==> config.mk <==
export PLATFORM = sky130hd
export DESIGN_NAME = top_k_min_heap_top
export DESIGN_NICKNAME = d
export VERILOG_FILES = /design/src/sv/tkmh_pkg.sv /design/src/sv/top_k_min_heap_top.sv /design/src/sv/tkmh_ctrl.sv /design/src/sv/tkmh_dp.sv
export SDC_FILE = /design/constraint.sdc
export NUM_CORES = 1
export LEC_CHECK = 0
export BUFFER_PORTS_ARGS = -buffer_cell sky130_fd_sc_hd__buf_2
export CAP_MARGIN = 25
export CORE_MARGIN = 5
export CORE_UTILIZATION = 35
export CTS_BUF_LIST = sky130_fd_sc_hd__clkbuf_4 sky130_fd_sc_hd__clkbuf_8 sky130_fd_sc_hd__clkbuf_16
export CTS_CLUSTER_SIZE = 24
export DETAILED_ROUTE_END_ITERATION = 12
export GPL_TIMING_DRIVEN = 0
export MAX_ROUTING_LAYER = met4
export PLACE_DENSITY = 0.49
export SLEW_MARGIN = 20
export SYNTH_ARGS = -nofsm -noshare
export SYNTH_HDL_FRONTEND = slang
export SYNTH_HIERARCHICAL = 1
export SYNTH_SLANG_ARGS = --single-unit
==> constraint.sdc <==
create_clock -name clk -period 7.5 [get_ports clk]
set_clock_uncertainty 0.15 [all_clocks]
set_input_delay 0.375 -clock clk [delete_from_list [all_inputs] [get_ports clk]]
set_output_delay 0.375 -clock clk [all_outputs]
set_load 0.02 [all_outputs]
==> src/sv/tkmh_pkg.sv <==
`timescale 1ns / 1ps

package tkmh_pkg;

    // Fixed widths of the channel fields
    localparam int RES_VALUE_W = 32;
    localparam int ENTRY_IDX_W = 4;
    localparam int ENTRIES_W   = 5;
    localparam int K_W         = 5;

    // Register index and request codes
    localparam logic REG_K_IN_USE = 1'b0;
    localparam logic REQ_OFFER    = 1'b0;
    localparam logic REQ_DUMP     = 1'b1;

    // Root reported for an empty store (-1)
    localparam logic [RES_VALUE_W-1:0] EMPTY_ROOT = '1;

    // Reset value of k_in_use
    localparam logic [K_W-1:0] K_RESET = 5'd4;

    typedef struct packed {
        logic               req_type;
        logic signed [31:0] sample_value;
    } req_t;

    typedef struct packed {
        logic signed [31:0] result_value;
        logic [3:0]         entry_index;
        logic [4:0]         entries_held;
        logic               last_of_run;
    } result_t;

    // Datapath operations issued by the controller
    typedef enum logic [3:0] {
        OP_NONE,
        OP_LOAD,
        OP_APPEND,
        OP_RD_ROOT,
        OP_REPLACE,
        OP_HEAP_INIT,
        OP_HEAP_NEXT,
        OP_HEAP_LOAD,
        OP_SIFT,
        OP_EMIT_ROOT,
        OP_DUMP_EMPTY,
        OP_DUMP_START,
        OP_DUMP_STEP
    } op_t;

    typedef struct packed {
        op_t op;
    } cmd_t;

    typedef struct packed {
        logic can_append;
        logic at_k;
        logic beats_root;
        logic j_zero;
        logic sift_done;
        logic fill_zero;
        logic dump_last;
    } status_t;

endpackage

==> src/sv/top_k_min_heap_top.sv <==
`timescale 1ns / 1ps

// Top-k selector: keeps the k largest signed values offered, as a min-heap.
// Request channel: drive req and raise start; the transaction is taken at a
// rising edge where start is high and busy is low. req_type 0 offers
// sample_value, req_type 1 dumps the store in array order.
// Result channel: result_strobe is high for one cycle per result; the
// receiver cannot stall it, so it must take every result as it comes.
// An offer gives one result: the root (smallest kept value) and the fill
// count. A dump gives one result per stored entry, last_of_run on the final
// one; an empty store dumps a single -1 result.
// An offer that appends writes the value at the end of the store; one that
// loses against the root leaves the store as it is; a replacement writes
// over the root and sifts it down the heap. The offer that fills the store
// to k runs the bottom-up heapify, sifting down each interior node in turn.
// The single memory write port and its registered reads set one heap level
// per cycle. One transaction at a time: busy drops while the last result is
// on the ports, so the next request can be taken at the edge that ends it.
// k_in_use is written over the APB port (reset 4). Reset empties the store;
// the store contents themselves are not cleared.
module top_k_min_heap_top #(
    parameter int CAPACITY    = 16,
    parameter int VALUE_WIDTH = 32
) (
    input  logic               clk,
    input  logic               rst_n,
    input  logic               start,
    output logic               busy,
    input  tkmh_pkg::req_t     req,
    output logic               result_strobe,
    output tkmh_pkg::result_t  result,
    input  logic               psel,
    input  logic               penable,
    input  logic               pwrite,
    input  logic [2:0]         paddr,
    input  logic [31:0]        pwdata,
    output logic [31:0]        prdata,
    output logic               pready
);

    localparam int CW = $clog2(CAPACITY + 1);

    logic [tkmh_pkg::K_W-1:0] k_reg, k_next;
    logic [CW-1:0]            k_eff;
    logic                     reg_hit;
    tkmh_pkg::cmd_t           cmd;
    tkmh_pkg::status_t        status;

    // Register write decode
    assign pready  = 1'b1;
    assign reg_hit = (paddr[2] == tkmh_pkg::REG_K_IN_USE);

    always_comb
    begin
        k_next = k_reg;
        if (psel && penable && pwrite && pready && reg_hit)
        begin
            k_next = pwdata[tkmh_pkg::K_W-1:0];
        end
    end

    always_ff @(posedge clk or negedge rst_n)
    begin
        if (!rst_n)
        begin
            k_reg <= tkmh_pkg::K_RESET;
        end
        else
        begin
            k_reg <= k_next;
        end
    end

    assign prdata = reg_hit ? 32'(k_reg) : '0;

    // Clamp k to the range 1..CAPACITY
    always_comb
    begin
        if (k_reg == '0)
        begin
            k_eff = CW'(1);
        end
        else if (32'(k_reg) > 32'(CAPACITY))
        begin
            k_eff = CW'(CAPACITY);
        end
        else
        begin
            k_eff = CW'(k_reg);
        end
    end

    tkmh_ctrl u_ctrl (
        .clk      (clk),
        .rst_n    (rst_n),
        .start    (start),
        .dump_req (req.req_type),
        .status   (status),
        .cmd      (cmd),
        .busy     (busy)
    );

    tkmh_dp #(
        .CAPACITY    (CAPACITY),
        .VALUE_WIDTH (VALUE_WIDTH)
    ) u_dp (
        .clk           (clk),
        .rst_n         (rst_n),
        .req           (req),
        .k_eff         (k_eff),
        .cmd           (cmd),
        .status        (status),
        .result_strobe (result_strobe),
        .result        (result)
    );

endmodule

==> src/sv/tkmh_ctrl.sv <==
`timescale 1ns / 1ps

module tkmh_ctrl (
    input  logic              clk,
    input  logic              rst_n,
    input  logic              start,
    input  logic              dump_req,
    input  tkmh_pkg::status_t status,
    output tkmh_pkg::cmd_t    cmd,
    output logic              busy
);

    typedef enum logic [3:0] {
        ST_IDLE,
        ST_OFFER,
        ST_FILLED,
        ST_CMP,
        ST_HNEXT,
        ST_HLOAD,
        ST_SIFT_H,
        ST_SIFT_R,
        ST_ROOT,
        ST_EMIT,
        ST_DUMP,
        ST_DRUN
    } state_t;

    state_t state_reg, state_next;
    logic   busy_reg, busy_next;

    // Sequence the datapath operations
    always_comb
    begin
        state_next = state_reg;
        cmd.op     = tkmh_pkg::OP_NONE;
        case (state_reg)
            ST_IDLE:
            begin
                if (start)
                begin
                    cmd.op     = tkmh_pkg::OP_LOAD;
                    state_next = (dump_req == tkmh_pkg::REQ_DUMP) ? ST_DUMP : ST_OFFER;
                end
            end
            ST_OFFER:
            begin
                if (status.can_append)
                begin
                    cmd.op     = tkmh_pkg::OP_APPEND;
                    state_next = ST_FILLED;
                end
                else
                begin
                    cmd.op     = tkmh_pkg::OP_RD_ROOT;
                    state_next = ST_CMP;
                end
            end
            ST_FILLED:
            begin
                if (status.at_k)
                begin
                    cmd.op     = tkmh_pkg::OP_HEAP_INIT;
                    state_next = ST_HNEXT;
                end
                else
                begin
                    cmd.op     = tkmh_pkg::OP_RD_ROOT;
                    state_next = ST_EMIT;
                end
            end
            ST_CMP:
            begin
                if (status.beats_root)
                begin
                    cmd.op     = tkmh_pkg::OP_REPLACE;
                    state_next = ST_SIFT_R;
                end
                else
                begin
                    cmd.op     = tkmh_pkg::OP_EMIT_ROOT;
                    state_next = ST_IDLE;
                end
            end
            ST_HNEXT:
            begin
                if (status.j_zero)
                begin
                    cmd.op     = tkmh_pkg::OP_RD_ROOT;
                    state_next = ST_EMIT;
                end
                else
                begin
                    cmd.op     = tkmh_pkg::OP_HEAP_NEXT;
                    state_next = ST_HLOAD;
                end
            end
            ST_HLOAD:
            begin
                cmd.op     = tkmh_pkg::OP_HEAP_LOAD;
                state_next = ST_SIFT_H;
            end
            ST_SIFT_H:
            begin
                cmd.op = tkmh_pkg::OP_SIFT;
                if (status.sift_done)
                begin
                    state_next = ST_HNEXT;
                end
            end
            ST_SIFT_R:
            begin
                cmd.op = tkmh_pkg::OP_SIFT;
                if (status.sift_done)
                begin
                    state_next = ST_ROOT;
                end
            end
            ST_ROOT:
            begin
                cmd.op     = tkmh_pkg::OP_RD_ROOT;
                state_next = ST_EMIT;
            end
            ST_EMIT:
            begin
                cmd.op     = tkmh_pkg::OP_EMIT_ROOT;
                state_next = ST_IDLE;
            end
            ST_DUMP:
            begin
                if (status.fill_zero)
                begin
                    cmd.op     = tkmh_pkg::OP_DUMP_EMPTY;
                    state_next = ST_IDLE;
                end
                else
                begin
                    cmd.op     = tkmh_pkg::OP_DUMP_START;
                    state_next = ST_DRUN;
                end
            end
            ST_DRUN:
            begin
                cmd.op = tkmh_pkg::OP_DUMP_STEP;
                if (status.dump_last)
                begin
                    state_next = ST_IDLE;
                end
            end
            default:
            begin
                state_next = ST_IDLE;
            end
        endcase
        busy_next = (state_next != ST_IDLE);
    end

    // Hold state and the busy flag
    always_ff @(posedge clk or negedge rst_n)
    begin
        if (!rst_n)
        begin
            state_reg <= ST_IDLE;
            busy_reg  <= 1'b0;
        end
        else
        begin
            state_reg <= state_next;
            busy_reg  <= busy_next;
        end
    end

    assign busy = busy_reg;

endmodule

==> src/sv/tkmh_dp.sv <==
`timescale 1ns / 1ps

module tkmh_dp #(
    parameter int CAPACITY    = 16,
    parameter int VALUE_WIDTH = 32
) (
    input  logic                              clk,
    input  logic                              rst_n,
    input  tkmh_pkg::req_t                    req,
    input  logic [$clog2(CAPACITY + 1) - 1:0] k_eff,
    input  tkmh_pkg::cmd_t                    cmd,
    output tkmh_pkg::status_t                 status,
    output logic                              result_strobe,
    output tkmh_pkg::result_t                 result
);

    localparam int CW = $clog2(CAPACITY + 1);
    localparam int AW = (CAPACITY > 1) ? $clog2(CAPACITY) : 1;
    localparam int IW = $clog2(2 * CAPACITY + 1);
    localparam int XW = VALUE_WIDTH + 32;

    // Heap store: one write port, two registered read ports
    logic [VALUE_WIDTH-1:0] mem [CAPACITY];
    logic [VALUE_WIDTH-1:0] rda_reg, rdb_reg;

    logic                   we;
    logic [AW-1:0]          waddr;
    logic [VALUE_WIDTH-1:0] wdata;
    logic                   ra_en, rb_en;
    logic [IW-1:0]          ra_idx, rb_idx;

    // Working registers
    logic [CW-1:0]          fill_reg, fill_next;
    logic [CW-1:0]          j_reg, j_next;
    logic [IW-1:0]          pos_reg, pos_next;
    logic [IW-1:0]          didx_reg, didx_next;
    logic [VALUE_WIDTH-1:0] held_reg, held_next;
    logic [VALUE_WIDTH-1:0] v_reg, v_next;
    logic                   strobe_reg, strobe_next;
    tkmh_pkg::result_t      res_reg, res_next;

    // Sift step signals
    logic [IW-1:0]          left_idx, right_idx, child_idx, gl_idx, gr_idx;
    logic                   has_left, has_right, pick_r, sift_stop;
    logic [VALUE_WIDTH-1:0] child_val;

    logic signed [XW-1:0]   in_ext, out_ext;
    logic [IW+3:0]          didx_wide;
    logic [CW+4:0]          fill_wide;
    logic [IW-1:0]          didx_inc;

    function automatic logic [AW-1:0] to_addr(input logic [IW-1:0] idx);
        return (idx < IW'(CAPACITY)) ? idx[AW-1:0] : '0;
    endfunction

    // Convert between the 32-bit channel and the stored width
    assign in_ext  = XW'(req.sample_value);
    assign out_ext = XW'($signed(rda_reg));

    assign didx_wide = (IW + 4)'(didx_reg);
    assign fill_wide = (CW + 5)'(fill_reg);
    assign didx_inc  = didx_reg + IW'(1);

    // Compare the held value against the smaller child
    always_comb
    begin
        left_idx  = IW'({pos_reg, 1'b0}) + IW'(1);
        right_idx = left_idx + IW'(1);
        has_left  = left_idx < IW'(fill_reg);
        has_right = right_idx < IW'(fill_reg);
        pick_r    = has_right && ($signed(rdb_reg) < $signed(rda_reg));
        child_val = pick_r ? rdb_reg : rda_reg;
        child_idx = pick_r ? right_idx : left_idx;
        sift_stop = !has_left || ($signed(held_reg) < $signed(child_val));
        gl_idx    = IW'({child_idx, 1'b0}) + IW'(1);
        gr_idx    = gl_idx + IW'(1);
    end

    // Report status to the controller
    always_comb
    begin
        status.can_append = fill_reg < k_eff;
        status.at_k       = fill_reg == k_eff;
        status.beats_root = $signed(v_reg) > $signed(rda_reg);
        status.j_zero     = j_reg == '0;
        status.sift_done  = sift_stop;
        status.fill_zero  = fill_reg == '0;
        status.dump_last  = didx_inc == IW'(fill_reg);
    end

    // Decode the operation
    always_comb
    begin
        we          = 1'b0;
        waddr       = '0;
        wdata       = held_reg;
        ra_en       = 1'b0;
        rb_en       = 1'b0;
        ra_idx      = '0;
        rb_idx      = '0;
        fill_next   = fill_reg;
        j_next      = j_reg;
        pos_next    = pos_reg;
        didx_next   = didx_reg;
        held_next   = held_reg;
        v_next      = v_reg;
        strobe_next = 1'b0;
        res_next    = res_reg;
        case (cmd.op)
            tkmh_pkg::OP_LOAD:
            begin
                v_next = in_ext[VALUE_WIDTH-1:0];
            end
            tkmh_pkg::OP_APPEND:
            begin
                we        = 1'b1;
                waddr     = to_addr(IW'(fill_reg));
                wdata     = v_reg;
                fill_next = fill_reg + CW'(1);
            end
            tkmh_pkg::OP_RD_ROOT:
            begin
                ra_en  = 1'b1;
                ra_idx = '0;
            end
            tkmh_pkg::OP_REPLACE:
            begin
                held_next = v_reg;
                pos_next  = '0;
                ra_en     = 1'b1;
                rb_en     = 1'b1;
                ra_idx    = IW'(1);
                rb_idx    = IW'(2);
            end
            tkmh_pkg::OP_HEAP_INIT:
            begin
                j_next = fill_reg >> 1;
            end
            tkmh_pkg::OP_HEAP_NEXT:
            begin
                pos_next = IW'(j_reg - CW'(1));
                j_next   = j_reg - CW'(1);
                ra_en    = 1'b1;
                ra_idx   = IW'(j_reg - CW'(1));
            end
            tkmh_pkg::OP_HEAP_LOAD:
            begin
                held_next = rda_reg;
                ra_en     = 1'b1;
                rb_en     = 1'b1;
                ra_idx    = left_idx;
                rb_idx    = right_idx;
            end
            tkmh_pkg::OP_SIFT:
            begin
                we    = 1'b1;
                waddr = to_addr(pos_reg);
                if (sift_stop)
                begin
                    wdata = held_reg;
                end
                else
                begin
                    wdata    = child_val;
                    pos_next = child_idx;
                    ra_en    = 1'b1;
                    rb_en    = 1'b1;
                    ra_idx   = gl_idx;
                    rb_idx   = gr_idx;
                end
            end
            tkmh_pkg::OP_EMIT_ROOT:
            begin
                strobe_next           = 1'b1;
                res_next.result_value = out_ext[31:0];
                res_next.entry_index  = '0;
                res_next.entries_held = fill_wide[4:0];
                res_next.last_of_run  = 1'b1;
            end
            tkmh_pkg::OP_DUMP_EMPTY:
            begin
                strobe_next           = 1'b1;
                res_next.result_value = tkmh_pkg::EMPTY_ROOT;
                res_next.entry_index  = '0;
                res_next.entries_held = '0;
                res_next.last_of_run  = 1'b1;
            end
            tkmh_pkg::OP_DUMP_START:
            begin
                ra_en     = 1'b1;
                ra_idx    = '0;
                didx_next = '0;
            end
            tkmh_pkg::OP_DUMP_STEP:
            begin
                strobe_next           = 1'b1;
                res_next.result_value = out_ext[31:0];
                res_next.entry_index  = didx_wide[3:0];
                res_next.entries_held = fill_wide[4:0];
                res_next.last_of_run  = status.dump_last;
                ra_en                 = 1'b1;
                ra_idx                = didx_inc;
                didx_next             = didx_inc;
            end
            default:
            begin
                we = 1'b0;
            end
        endcase
    end

    // Write and read the heap store
    always_ff @(posedge clk)
    begin
        if (we)
        begin
            mem[waddr] <= wdata;
        end
        if (ra_en)
        begin
            rda_reg <= mem[to_addr(ra_idx)];
        end
        if (rb_en)
        begin
            rdb_reg <= mem[to_addr(rb_idx)];
        end
    end

    // Hold fill count and result strobe
    always_ff @(posedge clk or negedge rst_n)
    begin
        if (!rst_n)
        begin
            fill_reg   <= '0;
            strobe_reg <= 1'b0;
        end
        else
        begin
            fill_reg   <= fill_next;
            strobe_reg <= strobe_next;
        end
    end

    // Advance the working payload registers
    always_ff @(posedge clk)
    begin
        j_reg    <= j_next;
        pos_reg  <= pos_next;
        didx_reg <= didx_next;
        held_reg <= held_next;
        v_reg    <= v_next;
        res_reg  <= res_next;
    end

    assign result_strobe = strobe_reg;
    assign result        = res_reg;

endmodule

==> impl_metrics.json <==
{
  "ir_drop_mv": 0.210,
  "die_y_um": 326,
  "grt_pass1_vias": 26700,
  "drt-initial-drc-count": 3119,
  "fin_tns_setup_ps": 0,
  "layout.cells.non_filler": 4526,
  "maxSlewViolCount": 0,
  "fmax_mhz": 135,
  "p_int_mw": 11.7,
  "syn_inst": 2850,
  "portBuffers": 93,
  "worstSkewPairLatency_ps": 650,
  "numCtsBuffers": 80,
  "dp_hpwl_um": 98000,
  "cts-root-buf": "clkbuf_16",
  "antenna_found_initial": 10,
  "startpoint": "u_dp/pos_reg[0]",
  "hold_slack_ps": 69.8,
  "syn_to_final_growth_pct": 23.9,
  "gr-total-overflow": 0,
  "h-tree-depth": 3,
  "powerDensity_nw_per_um2": 479,
  "final_hold_viol_count": 0,
  "post-place-ws_ps": -3080,
  "design_area_um2": 43200,
  "synthArstFlopShare": 0.0224,
  "synth_area_per_cell_um2": 12.2,
  "synth_top_cell_area_share": 0.601,
  "syn-cell-area_um2": 34900,
  "cp_data_arrival_time_ps": 7580,
  "first_pass_iters": 6,
  "grt_first_pass_wirelength_um": 192000,
  "clock_sinks": 715,
  "p_total_mw": 20.7,
  "synth_edf_count": 699,
  "final_layout_size_suffix_gt1_frac": 0.249,
  "status": "finished, final reports clean",
  "rows": 115,
  "dp.cells": 4297,
  "cp_slowest_cell": "or4_4",
  "dieArea_um2": 106000,
  "start_kind": "register",
  "end_kind": "register",
  "boundaryPins": 151,
  "largest_register": "u_dp/mem",
  "grt_max_degree": 44,
  "initial_core_util": 0.354,
  "relSlewSlack": 0.284,
  "ys_types": 80,
  "ant_nets": 0,
  "period_minus_slack_ps": 7410,
  "die_w_um": 326,
  "p_seq_frac": 0.337,
  "power.switching_mw": 8.95,
  "routed_wl_um": 136000,
  "synth_top_cell_by_area": "edfxtp_1",
  "ys_ff_latch": 715,
  "place_congestion": 0.962,
  "hp-class": "in -> async",
  "combPwrFrac": 0.476,
  "ys_seq_area_frac": 0.613,
  "vias": 26700,
  "nets": 3364,
  "cap_violations": 0,
  "setup_viol": 0,
  "via_per_inst": 5.90,
  "pwr-share-clk": 0.187,
  "post-route-util": 0.438,
  "r2r_start": "u_dp/pos_reg[0]",
  "synth-main-ff-cell": "edfxtp_1",
  "grt_util_all_layers": 0.255,
  "path_clk_slew_ps": 60,
  "clock_path_buffers": 3,
  "synth.top_cells.by_area": "edfxtp_1 60%, ha_1 4.1%, mux2i_1 3.6%",
  "crit_path_max_incr_delay_ps": 620,
  "path_max_fanout": 10,
  "place_area_um2": 38200,
  "largest_reg_flops": 512,
  "cp_data_required_time_ps": 7670,
  "critical_path_class": "reg -> reg",
  "switching_share": 0.432,
  "avgRoutedWirePerCell_um": 30.1,
  "rsz0062_at_grt": "yes",
  "drcViolationCount": 0,
  "cts_tree": "yes",
  "crit_top_cell": "ha_1",
  "yosys_warnings": 6,
  "power_leakage_nw": 15.0,
  "tightest_slew_ps": 1070,
  "fin_ws_ps": 89.2,
  "core-area_um2": 98700,
  "period_share": 0.988
}
## cell families (layout without fill, tap and decap cells)
group	Yosys count	count (layout)	share of synthesized area
simple gates	900	900	0.119
flops	715	715	0.613
compound gates	666	666	0.138
buf+inv	267	628	0.0355
mux	165	165	0.0488
fa+ha+maj	113	113	0.0405
xor+xnor	22	22	0.00552
other cells	2	30	0.000215
## worst paths after layout
path,end,slack [ps],cells past startpoint
max,u_dp/rda_reg[14],90,28
min,u_dp/fill_reg[4],70,2
max reg2reg,u_dp/rda_reg[14],90,28
min reg2reg,u_dp/result[35],380,1
max in group asynchronous,k_reg[2],6790,2
min in group clk,u_ctrl/state_reg[1],80,4
## metal layers
layer  part of all wire  routed length, um  track usage
met1               0.41              55300        0.329
met2               0.47              63900        0.404
met3              0.087              11900       0.0467
met4              0.039               5270       0.0931
met5                  0                  0            -
## critical path, delay by kind of cell (launching register included)
kind,cells,cell delay (ps)
simple gates,11,2750
xor+xnor,1,240
fa+ha+maj,3,760
buf+inv,5,900
flops,1,440
compound gates,8,1820
## cell usage in the layout (no fill, tap or decap), drive strengths merged, types with 34 or more instances in the layout
master | Yosys | layout
o31ai | 34 | 34
clkbuf | 123 | 206
inv | 57 | 58
buf | 87 | 275
nor3 | 82 | 82
or2 | 37 | 37
a21oi | 76 | 76
a221o | 65 | 65
mux2i | 125 | 125
nor2b | 54 | 54
a22o | 42 | 42
mux2 | 40 | 40
dlygate4sd3 | 0 | 45
nand2 | 305 | 305
edfxtp | 699 | 699
ha | 113 | 113
a32o | 49 | 49
o22ai | 52 | 52
nor2 | 253 | 253
o21ai | 177 | 177
clkinv | 0 | 37
nand3 | 66 | 66
## power groups by stage
| stage | registers, mW | clock network, mW | logic [mW] |
|---|---|---|---|
| 3_3_place_gp | 7.14 | 0 | 8.32 |
| 4_1_cts | 6.96 | 3.92 | 9.29 |
| 6_report | 6.98 | 3.86 | 9.86 |
| 2_1_floorplan | 6.98 | 0 | 4.88 |
| 5_1_grt | 7.04 | 4.11 | 10.4 |
| 3_5_place_dp | 7.04 | 0 | 8.78 |
## cell type report
type	instances	area (um^2)
timing repair buffer	224	2220
multi-input combinational	1894	13800
tap	1287	1610
fill	9063	55500
inverter	57	220
buffer	205	1470
clock buffer	97	2180
sequential	715	21400
antenna	2	5.00
clock inverter	45	347
## what timing repair did
action,4_1_cts,5_1_grt
pin swaps,21,49
hold endpoints to repair,54,0
hold buffers,45,0
gates cloned,0,1
buffers inserted,21,23
resized for setup,266,267
endpoints found under the setup margin,736,583
## synth_stat cells (all sizes together) (3+ instances only)
cell,instances
a21oi,76
nand2,305
xor2,9
nor2,253
o311ai,3
edfxtp,699
mux2,40
nor3b,5
o21ai,177
buf,87
ha,113
and3,20
inv,57
or2,37
a31oi,3
clkbuf,123
nor2b,54
xnor2,13
a21o,14
a32o,49
nand3,66
and2b,4
dfrtp,15
nor3,82
or4,4
mux2i,125
o31ai,34
o22ai,52
a32oi,33
o221ai,32
or3,8
a211oi,12
and2,12
a221o,65
nor4,8
o211ai,7
nand4,19
a211o,3
o21a,13
nand2b,15
a221oi,33
a22o,42
a2111oi,3
No activity file was read; power rests on OpenSTA's default activity.
